===== src/sv/hsw_pkg.sv =====
package hsw_pkg;

	// register map
	localparam int CFG_IDX_W = 2;
	localparam int CFG_DATA_W = 16;
	localparam logic [CFG_IDX_W-1:0] REG_POINT_COUNT = 2'd0;
	localparam logic [CFG_IDX_W-1:0] REG_SPACING = 2'd1;

	localparam int PC_W = 13;
	localparam int SPACING_W = 16;
	localparam logic [PC_W-1:0] POINT_COUNT_RST = 13'd7;
	localparam logic [SPACING_W-1:0] SPACING_RST = 16'd256;

	// output field widths
	localparam int POS_W = 24;
	localparam int AX_W = 7;
	localparam int IDX_OUT_W = 12;

	localparam int OUT_MAX = 8388607;
	localparam int OUT_MIN = -8388608;

	// sqrt(3)/2 in Q0.16
	localparam logic [15:0] HALF_SQRT3_Q16 = 16'd56756;

	localparam logic [2:0] SIDE_LAST = 3'd5;

	// axial step along each side of a ring
	function automatic logic signed [1:0] dir_q(input logic [2:0] side);
		logic signed [1:0] d;
		case (side)
			3'd0: d = 2'sd1;
			3'd1: d = 2'sd1;
			3'd2: d = 2'sd0;
			3'd3: d = -2'sd1;
			3'd4: d = -2'sd1;
			default: d = 2'sd0;
		endcase
		return d;
	endfunction

	function automatic logic signed [1:0] dir_r(input logic [2:0] side);
		logic signed [1:0] d;
		case (side)
			3'd0: d = 2'sd0;
			3'd1: d = -2'sd1;
			3'd2: d = -2'sd1;
			3'd3: d = 2'sd0;
			3'd4: d = 2'sd1;
			default: d = 2'sd1;
		endcase
		return d;
	endfunction

endpackage


===== src/sv/hsw_queue.sv =====
module hsw_queue import hsw_pkg::*; #(
	parameter int DATA_W = 8
) (
	input  logic              clk,
	input  logic              arst_n,
	input  logic              push,
	input  logic [DATA_W-1:0] push_data,
	input  logic              pop,
	output logic [DATA_W-1:0] pop_data,
	output logic              full,
	output logic              empty
);

	localparam int DEPTH = 2;
	localparam int PTR_W = $clog2(DEPTH);
	localparam int CNT_W = $clog2(DEPTH + 1);

	logic [DATA_W-1:0] slot_q [DEPTH];
	logic [PTR_W-1:0] wr_ptr_q;
	logic [PTR_W-1:0] rd_ptr_q;
	logic [CNT_W-1:0] cnt_q;

	assign full = (cnt_q == CNT_W'(DEPTH));
	assign empty = (cnt_q == '0);
	assign pop_data = slot_q[rd_ptr_q];

	always_ff @(posedge clk) begin
		if (push) begin
			slot_q[wr_ptr_q] <= push_data;
		end
	end

	always_ff @(posedge clk or negedge arst_n) begin
		if (!arst_n) begin
			wr_ptr_q <= '0;
			rd_ptr_q <= '0;
			cnt_q <= '0;
		end else begin
			if (push) begin
				wr_ptr_q <= wr_ptr_q + PTR_W'(1);
			end
			if (pop) begin
				rd_ptr_q <= rd_ptr_q + PTR_W'(1);
			end
			case ({push, pop})
				2'b10: cnt_q <= cnt_q + CNT_W'(1);
				2'b01: cnt_q <= cnt_q - CNT_W'(1);
				default: cnt_q <= cnt_q;
			endcase
		end
	end

endmodule


===== src/sv/hsw_front.sv =====
module hsw_front import hsw_pkg::*; #(
	parameter int MAX_POINTS = 4096,
	parameter int COORD_BITS = 7,
	localparam int IDX_W = $clog2(MAX_POINTS),
	localparam int DATA_W = 2 * COORD_BITS + IDX_W + 1
) (
	input  logic              clk,
	input  logic              arst_n,
	input  logic              in_valid,
	input  logic              restart,
	input  logic              full,
	input  logic [PC_W-1:0]   point_count,
	output logic              push,
	output logic [DATA_W-1:0] push_data
);

	localparam int RING_W = $clog2(MAX_POINTS) / 2 + 1;
	localparam int CNT_W = $clog2(MAX_POINTS + 1);
	localparam int CMP_W = (CNT_W > PC_W) ? CNT_W : PC_W;
	localparam int CW = COORD_BITS;

	logic [RING_W-1:0] ring_q, ring_n, cur_ring, step_q, step_n, cur_step, step_inc;
	logic [2:0] side_q, side_n, cur_side;
	logic [CW-1:0] wq_q, wq_n, cur_wq, wr_q, wr_n, cur_wr;
	logic [IDX_W-1:0] cnt_q, cnt_n, cur_cnt;
	logic [CMP_W-1:0] pc_ext, count_eff;
	logic [15:0] start_k;
	logic signed [1:0] dq, dr;
	logic cur_last;
	logic acc;

	assign acc = in_valid && !full;
	assign push = acc;

	// saturate the configured count into 1..MAX_POINTS
	always_comb begin
		pc_ext = CMP_W'(point_count);
		if (pc_ext == '0) begin
			count_eff = CMP_W'(1);
		end else if (pc_ext > CMP_W'(MAX_POINTS)) begin
			count_eff = CMP_W'(MAX_POINTS);
		end else begin
			count_eff = pc_ext;
		end
	end

	always_comb begin
		cur_ring = restart ? '0 : ring_q;
		cur_side = restart ? '0 : side_q;
		cur_step = restart ? '0 : step_q;
		cur_wq = restart ? '0 : wq_q;
		cur_wr = restart ? '0 : wr_q;
		cur_cnt = restart ? '0 : cnt_q;
		cur_last = (CMP_W'(cur_cnt) + CMP_W'(1)) >= count_eff;
		push_data = {cur_wq, cur_wr, cur_cnt, cur_last};

		dq = dir_q(cur_side);
		dr = dir_r(cur_side);
		start_k = 16'(cur_ring) + 16'd1;
		step_inc = cur_step + RING_W'(1);

		ring_n = cur_ring;
		side_n = cur_side;
		step_n = cur_step;
		wq_n = cur_wq;
		wr_n = cur_wr;
		cnt_n = cur_cnt + IDX_W'(1);

		if (cur_last) begin
			ring_n = '0;
			side_n = '0;
			step_n = '0;
			wq_n = '0;
			wr_n = '0;
			cnt_n = '0;
		end else if (cur_ring == '0) begin
			ring_n = RING_W'(start_k);
			side_n = '0;
			step_n = '0;
			wq_n = CW'(16'd0 - start_k);
			wr_n = CW'(start_k);
		end else begin
			wq_n = cur_wq + {{(CW-2){dq[1]}}, dq};
			wr_n = cur_wr + {{(CW-2){dr[1]}}, dr};
			step_n = step_inc;
			if (step_inc >= cur_ring) begin
				step_n = '0;
				side_n = cur_side + 3'd1;
				if (cur_side == SIDE_LAST) begin
					// ring done, jump to the start corner of the next one
					ring_n = RING_W'(start_k);
					side_n = '0;
					wq_n = CW'(16'd0 - start_k);
					wr_n = CW'(start_k);
				end
			end
		end
	end

	always_ff @(posedge clk or negedge arst_n) begin
		if (!arst_n) begin
			ring_q <= '0;
			side_q <= '0;
			step_q <= '0;
			wq_q <= '0;
			wr_q <= '0;
			cnt_q <= '0;
		end else if (acc) begin
			ring_q <= ring_n;
			side_q <= side_n;
			step_q <= step_n;
			wq_q <= wq_n;
			wr_q <= wr_n;
			cnt_q <= cnt_n;
		end
	end

	a_center_state: assert property (@(posedge clk) disable iff (!arst_n)
		ring_q == '0 |-> (wq_q == '0 && wr_q == '0 && side_q == '0 && step_q == '0))
		else $error("center pending with nonzero walk state");

	a_ring_bounds: assert property (@(posedge clk) disable iff (!arst_n)
		ring_q != '0 |-> (step_q < ring_q && side_q <= SIDE_LAST))
		else $error("walk position outside its ring");

	a_wrap_after_last: assert property (@(posedge clk) disable iff (!arst_n)
		acc && cur_last |=> (cnt_q == '0 && ring_q == '0))
		else $error("walk did not wrap after last word");

endmodule


===== src/sv/hsw_back.sv =====
module hsw_back import hsw_pkg::*; #(
	parameter int MAX_POINTS = 4096,
	parameter int COORD_BITS = 7,
	localparam int IDX_W = $clog2(MAX_POINTS),
	localparam int DATA_W = 2 * COORD_BITS + IDX_W + 1
) (
	input  logic                  clk,
	input  logic                  arst_n,
	input  logic                  empty,
	input  logic [DATA_W-1:0]     pop_data,
	output logic                  pop,
	input  logic [SPACING_W-1:0]  spacing,
	input  logic                  out_ready,
	output logic                  out_valid,
	output logic [POS_W-1:0]      pos_x,
	output logic [POS_W-1:0]      pos_y,
	output logic [AX_W-1:0]       axial_q,
	output logic [AX_W-1:0]       axial_r,
	output logic [IDX_OUT_W-1:0]  point_index,
	output logic                  last
);

	localparam int CW = COORD_BITS;
	localparam int SW = CW + 2;
	localparam int PXW = SW + 17;
	localparam int PY0W = CW + 17;
	localparam int PYW = PY0W + 17;
	localparam int RW = PYW + 1;
	localparam logic signed [RW-1:0] SAT_HI = RW'(OUT_MAX);
	localparam logic signed [RW-1:0] SAT_LO = RW'(OUT_MIN);

	logic en;
	logic v_s1, v_s2, v_s3, out_valid_q;

	logic signed [CW-1:0] hq, hr;
	logic [IDX_W-1:0] hidx;
	logic hlast;

	logic signed [CW-1:0] q_s1, r_s1, q_s2, r_s2, q_s3, r_s3;
	logic [IDX_W-1:0] idx_s1, idx_s2, idx_s3;
	logic last_s1, last_s2, last_s3;
	logic signed [SW-1:0] sum_s1;
	logic signed [PXW-1:0] px_s2, px_s3;
	logic signed [PY0W-1:0] py0_s2;
	logic signed [PYW-1:0] py_s3;

	logic signed [SW-1:0] qe, re;
	logic signed [RW-1:0] xw, yw, xadj, yadj, xsum, ysum, xr, yr;

	logic [POS_W-1:0] pos_x_q, pos_y_q;
	logic [AX_W-1:0] axial_q_q, axial_r_q;
	logic [IDX_OUT_W-1:0] point_index_q;
	logic last_q;

	function automatic logic [POS_W-1:0] sat_pos(input logic signed [RW-1:0] v);
		logic signed [RW-1:0] s;
		s = v;
		if (v > SAT_HI) begin
			s = SAT_HI;
		end else if (v < SAT_LO) begin
			s = SAT_LO;
		end
		return s[POS_W-1:0];
	endfunction

	assign en = !out_valid_q || out_ready;
	assign pop = en && !empty;

	assign {hq, hr, hidx, hlast} = pop_data;
	assign qe = SW'(hq);
	assign re = SW'(hr);

	// round half away from zero: bias one less on negative values, then floor
	always_comb begin
		xw = RW'(px_s3);
		yw = RW'(py_s3);
		xadj = xw[RW-1] ? RW'(0) : RW'(1);
		yadj = yw[RW-1] ? RW'(32767) : RW'(32768);
		xsum = xw + xadj;
		ysum = yw + yadj;
		xr = xsum >>> 1;
		yr = ysum >>> 16;
	end

	always_ff @(posedge clk or negedge arst_n) begin
		if (!arst_n) begin
			v_s1 <= 1'b0;
			v_s2 <= 1'b0;
			v_s3 <= 1'b0;
			out_valid_q <= 1'b0;
		end else if (en) begin
			v_s1 <= pop;
			v_s2 <= v_s1;
			v_s3 <= v_s2;
			out_valid_q <= v_s3;
		end
	end

	always_ff @(posedge clk) begin
		if (en) begin
			q_s1 <= hq;
			r_s1 <= hr;
			idx_s1 <= hidx;
			last_s1 <= hlast;
			sum_s1 <= (qe <<< 1) + re;

			q_s2 <= q_s1;
			r_s2 <= r_s1;
			idx_s2 <= idx_s1;
			last_s2 <= last_s1;
			px_s2 <= $signed({1'b0, spacing}) * sum_s1;
			py0_s2 <= $signed({1'b0, spacing}) * r_s1;

			q_s3 <= q_s2;
			r_s3 <= r_s2;
			idx_s3 <= idx_s2;
			last_s3 <= last_s2;
			px_s3 <= px_s2;
			py_s3 <= py0_s2 * $signed({1'b0, HALF_SQRT3_Q16});

			pos_x_q <= sat_pos(xr);
			pos_y_q <= sat_pos(yr);
			axial_q_q <= AX_W'(q_s3);
			axial_r_q <= AX_W'(r_s3);
			point_index_q <= IDX_OUT_W'(idx_s3);
			last_q <= last_s3;
		end
	end

	assign out_valid = out_valid_q;
	assign pos_x = pos_x_q;
	assign pos_y = pos_y_q;
	assign axial_q = axial_q_q;
	assign axial_r = axial_r_q;
	assign point_index = point_index_q;
	assign last = last_q;

endmodule


===== src/sv/hex_spiral_point_walker_unit.sv =====
// Hexagonal spiral walker: each accepted request word returns one point of the spiral (center,
// then ring k from axial (-k,k) around six sides of k steps), with its axial coordinates, index,
// last flag and Q15.8 position scaled by spacing. A walker front end takes one word per cycle
// while the two-entry queue it feeds is not full; the back end runs a sum stage, two multiply
// stages and an output register that rounds and saturates, so one word per cycle is sustained
// while out_ready stays high. A word passes from the queue through the sum, multiply and output
// registers in order. Registers: 0 point_count (0 acts as 1, saturates at MAX_POINTS),
// 1 spacing; write them only while no request is in flight.
module hex_spiral_point_walker_unit import hsw_pkg::*; #(
	parameter int MAX_POINTS = 4096,
	parameter int COORD_BITS = 7
) (
	input  logic                  clk,
	input  logic                  arst_n,
	input  logic                  in_valid,
	output logic                  in_ready,
	input  logic                  restart,
	output logic                  out_valid,
	input  logic                  out_ready,
	output logic [POS_W-1:0]      pos_x,
	output logic [POS_W-1:0]      pos_y,
	output logic [AX_W-1:0]       axial_q,
	output logic [AX_W-1:0]       axial_r,
	output logic [IDX_OUT_W-1:0]  point_index,
	output logic                  last,
	input  logic                  cfg_valid,
	output logic                  cfg_ready,
	input  logic [CFG_IDX_W-1:0]  cfg_index,
	input  logic [CFG_DATA_W-1:0] cfg_data
);

	localparam int IDX_W = $clog2(MAX_POINTS);
	localparam int DATA_W = 2 * COORD_BITS + IDX_W + 1;

	logic [PC_W-1:0] point_count_q;
	logic [SPACING_W-1:0] spacing_q;

	logic push, pop, full, empty;
	logic [DATA_W-1:0] push_data, pop_data;

	assign cfg_ready = 1'b1;
	assign in_ready = !full;

	always_ff @(posedge clk or negedge arst_n) begin
		if (!arst_n) begin
			point_count_q <= POINT_COUNT_RST;
			spacing_q <= SPACING_RST;
		end else if (cfg_valid) begin
			case (cfg_index)
				REG_POINT_COUNT: point_count_q <= cfg_data[PC_W-1:0];
				REG_SPACING: spacing_q <= cfg_data[SPACING_W-1:0];
				default: ;
			endcase
		end
	end

	hsw_front #(
		.MAX_POINTS(MAX_POINTS),
		.COORD_BITS(COORD_BITS)
	) u_front (
		.clk        (clk),
		.arst_n     (arst_n),
		.in_valid   (in_valid),
		.restart    (restart),
		.full       (full),
		.point_count(point_count_q),
		.push       (push),
		.push_data  (push_data)
	);

	hsw_queue #(
		.DATA_W(DATA_W)
	) u_queue (
		.clk      (clk),
		.arst_n   (arst_n),
		.push     (push),
		.push_data(push_data),
		.pop      (pop),
		.pop_data (pop_data),
		.full     (full),
		.empty    (empty)
	);

	hsw_back #(
		.MAX_POINTS(MAX_POINTS),
		.COORD_BITS(COORD_BITS)
	) u_back (
		.clk        (clk),
		.arst_n     (arst_n),
		.empty      (empty),
		.pop_data   (pop_data),
		.pop        (pop),
		.spacing    (spacing_q),
		.out_ready  (out_ready),
		.out_valid  (out_valid),
		.pos_x      (pos_x),
		.pos_y      (pos_y),
		.axial_q    (axial_q),
		.axial_r    (axial_r),
		.point_index(point_index),
		.last       (last)
	);

endmodule


===== config.mk =====
export PLATFORM = sky130hd
export DESIGN_NAME = hex_spiral_point_walker_unit
export DESIGN_NICKNAME = d
export VERILOG_FILES = /design/src/sv/hsw_pkg.sv /design/src/sv/hsw_queue.sv /design/src/sv/hsw_front.sv /design/src/sv/hsw_back.sv /design/src/sv/hex_spiral_point_walker_unit.sv
export SDC_FILE = /design/constraint.sdc
export NUM_CORES = 2
export LEC_CHECK = 0
export BUFFER_PORTS_ARGS = -buffer_cell sky130_fd_sc_hd__buf_2
export CAP_MARGIN = 15
export CORE_AREA = 2 2 349 282
export DETAILED_ROUTE_END_ITERATION = 7
export DIE_AREA = 0 0 351 284
export HOLD_SLACK_MARGIN = 0.03
export PLACE_DENSITY_LB_ADDON = 0.2
export SETUP_SLACK_MARGIN = 0.15
export SLEW_MARGIN = 10
export SYNTH_ARGS = -nofsm -noshare
export SYNTH_HDL_FRONTEND = slang
export SYNTH_HIERARCHICAL = 1
export SYNTH_SLANG_ARGS = --single-unit

===== constraint.sdc =====
create_clock -name clk -period 7.9 [get_ports clk]
set_input_delay 1.975 -clock clk [delete_from_list [all_inputs] [get_ports clk]]
set_output_delay 1.975 -clock clk [all_outputs]
set_load 0.005 [all_outputs]

==> impl_metrics.tcl <==
set metrics [dict create \
    die_y_um 284 \
    syn_area_sq_mm 0.0333 \
    drc 0 \
    max_stage_delay_ns 0.53 \
    grt_overflow 0 \
    fin_crit_sh 0.814 \
    detailedPlace.worstSlack_ns 1.55 \
    min_path_type "flop to flop" \
    worst-path-buf-inv 4 \
    dp_hpwl_um 56200 \
    cpMaxStageDelayCell "fa_1" \
    drtIter0Drc 1281 \
    grt_max_degree 105 \
    ys_async_sr_fraction 0.195 \
    synth_edf_count 331 \
    final_layout_size_suffix_gt1_frac 0.0949 \
    syn_nets 3612 \
    post_cts_buffers 0 \
    cts-root-buf "clkbuf_16" \
    ys_seq_area_frac 0.358 \
    fin_nets 3703 \
    cp-end-kind "flop" \
    cts_buffer_depth 3 \
    cts_resized 0 \
    diodes 0 \
    finalSetupViolations 0 \
    ios 102 \
    ys.warnings.count 6 \
    numClockSinks 411 \
    synth_seq_cells 411 \
    wire_per_inst_um 16.6 \
    start_kind "flop" \
    area_growth_pct 10.4 \
    gp_congestion 0.823 \
    finish.utilization 0.383 \
    setup_ws_ns 1.47 \
    portBuffers 100 \
    hold_start "u_back/px_s2[6]" \
    tightest_slew_ns 1.00 \
    hold_viol 0 \
    arrival_ns 6.80 \
    clkTransAtPathRegs_ns 0.06 \
    die_area_sq_mm 0.0997 \
    outcome "finished clean" \
    row_count 102 \
    crit_top_cell "fa_1" \
    grt_pass1_vias 20400 \
    cap_violations 0 \
    antenna_found_initial 5 \
    synth.distinct_cells 100 \
    rsz0062_at_grt "no" \
    synthCells 2919 \
    synth_area_leader_cell "edfxtp_1" \
    dominantRegCellSynth "edfxtp_1" \
    viasPerCell 4.68 \
    critPathLaunch "u_back/py0_s2[9]" \
    num_vias 20300 \
    h-tree-depth 2 \
    die_w_um 351 \
    cp_top_family "adder cells" \
    avgSynthCellArea_sq_um 11.4 \
    instances_no_fill 4344 \
    hold_buffers 0 \
    wl_um 72200 \
    rr_startpoint "u_back/py0_s2[9]" \
    grt_usage 0.148 \
    crit_chain "ha_1 > inv_1 > fa_1 > fa_1 > inv_1 > fa_1 > inv_1 > fa_1 > inv_1 > fa_1 > ha_1 > a2111oi_0 > o21ai_1 > a221oi_2 > o21ai_1 > a21oi_1 > a21oi_1 > nor2_1 > a211oi_1 > xor2_1" \
    grt_pass1_wl_um 117000 \
    synth_area_leaders "edfxtp_1 30%, fa_1 21%, ha_1 12%, inv_1 5.7%, dfrtp_1 5.7%" \
    synth_top_cell_area_share 0.298 \
    cts_buffers 46 \
    slew_violations 0 \
    synth_common_cells "508 x inv_1, 353 x fa_1, 331 x edfxtp_1" \
    ant_nets 0 \
    cp.required_ns 8.27 \
    max_freq_ghz 0.156 \
    fin_crit_ns 6.43 \
    crit_type "flop to flop" \
    rrSetupSlack_ns 1.47 \
    slew_headroom 0.329 \
    tns_ns 0 \
    yosys.cell_count.top_type "inv_1" \
    cts_tree "built" \
    dp_cells 4262 \
    insertion_delay_ns 0.63 \
    fin_skew_ns 0.0410 \
    crit_fanout 7 \
    first_pass_iters 5 \
    core_area_sq_mm 0.0961 \
    initial_core_util 0.347 \
]
sequential cells by signal, summed over array words and instances (netlist names), 13 cells and up:
name	cells
u_back/px_s2	26
u_back/px_s3	26
u_back/py0_s2	23
u_queue/slot_q	54
u_back/py_s3	38
u_back/pos_x	24
point_count_q	13
u_back/pos_y	24
spacing_q	16
worst paths after layout:
kind / to / depth (start not counted)
max: u_back/py_s3[38] / 20
min: u_back/px_s3[6] / 0
max reg2reg: u_back/py_s3[38] / 20
min reg2reg: u_back/px_s3[6] / 0
max in group asynchronous: point_count_q[8] / 2
min in group asynchronous: u_front/ring_q[4] / 1
layout by cell type (no fill, tap or decap), drive strengths merged, types with 78 or more instances in the layout:
master  instances
nor2           78
o21ai         112
buf           118
edfxtp        331
xnor2          94
fa            353
and2          104
ha            316
nand2         225
inv           509
a21oi          96
through the flow:
step / cell area [sq um] / hold WS, ns
floorplan: 33300 / 0.400
global placement: 35200 / 0.401
detailed placement: 35200 / 0.405
CTS: 36800 / 0.417
global route: 36800 / 0.416
finish: 36800 / 0.415
routing by layer:
| metal | vias up | share of wire | track usage |
|---|---|---|---|
| met5 | - | 0 | 0 |
| met4 | 0 | 0.016 | 0.0297 |
| met3 | 63 | 0.046 | 0.0216 |
| met2 | 352 | 0.40 | 0.200 |
| met1 | 10100 | 0.53 | 0.245 |
| li1 | 9849 | - | - |
kinds of logic (layout without fill, tap and decap cells):
| kind of cell | Yosys count | in the layout | synth area share |
|---|---|---|---|
| AOI/OAI and AO/OA | 371 | 371 | 0.0735 |
| xor gates and xnor gates | 158 | 158 | 0.0415 |
| adders and majority gates | 669 | 669 | 0.331 |
| buffers and inverters | 583 | 708 | 0.0692 |
| DFF | 411 | 411 | 0.358 |
| muxes | 71 | 71 | 0.0258 |
| other | 1 | 1 | 0.000113 |
| and+or+nand+nor | 655 | 655 | 0.101 |
worst register-to-register path, delay by kind of cell, from the launching register on:
kind | cells | cell delay [ns]
flip-flops | 1 | 0.47
adder cells (fa/ha/maj) | 7 | 3.21
buffers and inverters | 4 | 0.29
AO/OA/AOI/OAI | 7 | 1.88
XOR/XNOR | 1 | 0.15
AND/OR/NAND/NOR | 1 | 0.21
cell type report:
type                       count  area (sq um)
clock buffer                  58          1230
fill                        9415         59300
tap                         1300          1630
timing repair buffer         118           663
inverter                     508          1910
sequential                   411         11900
multi-input combinational   1925         19100
clock inverter                24           330
Power is left out: the tool's default activity adds up to more than one toggle a clock period on the data nets, which glitch-free logic cannot reach.
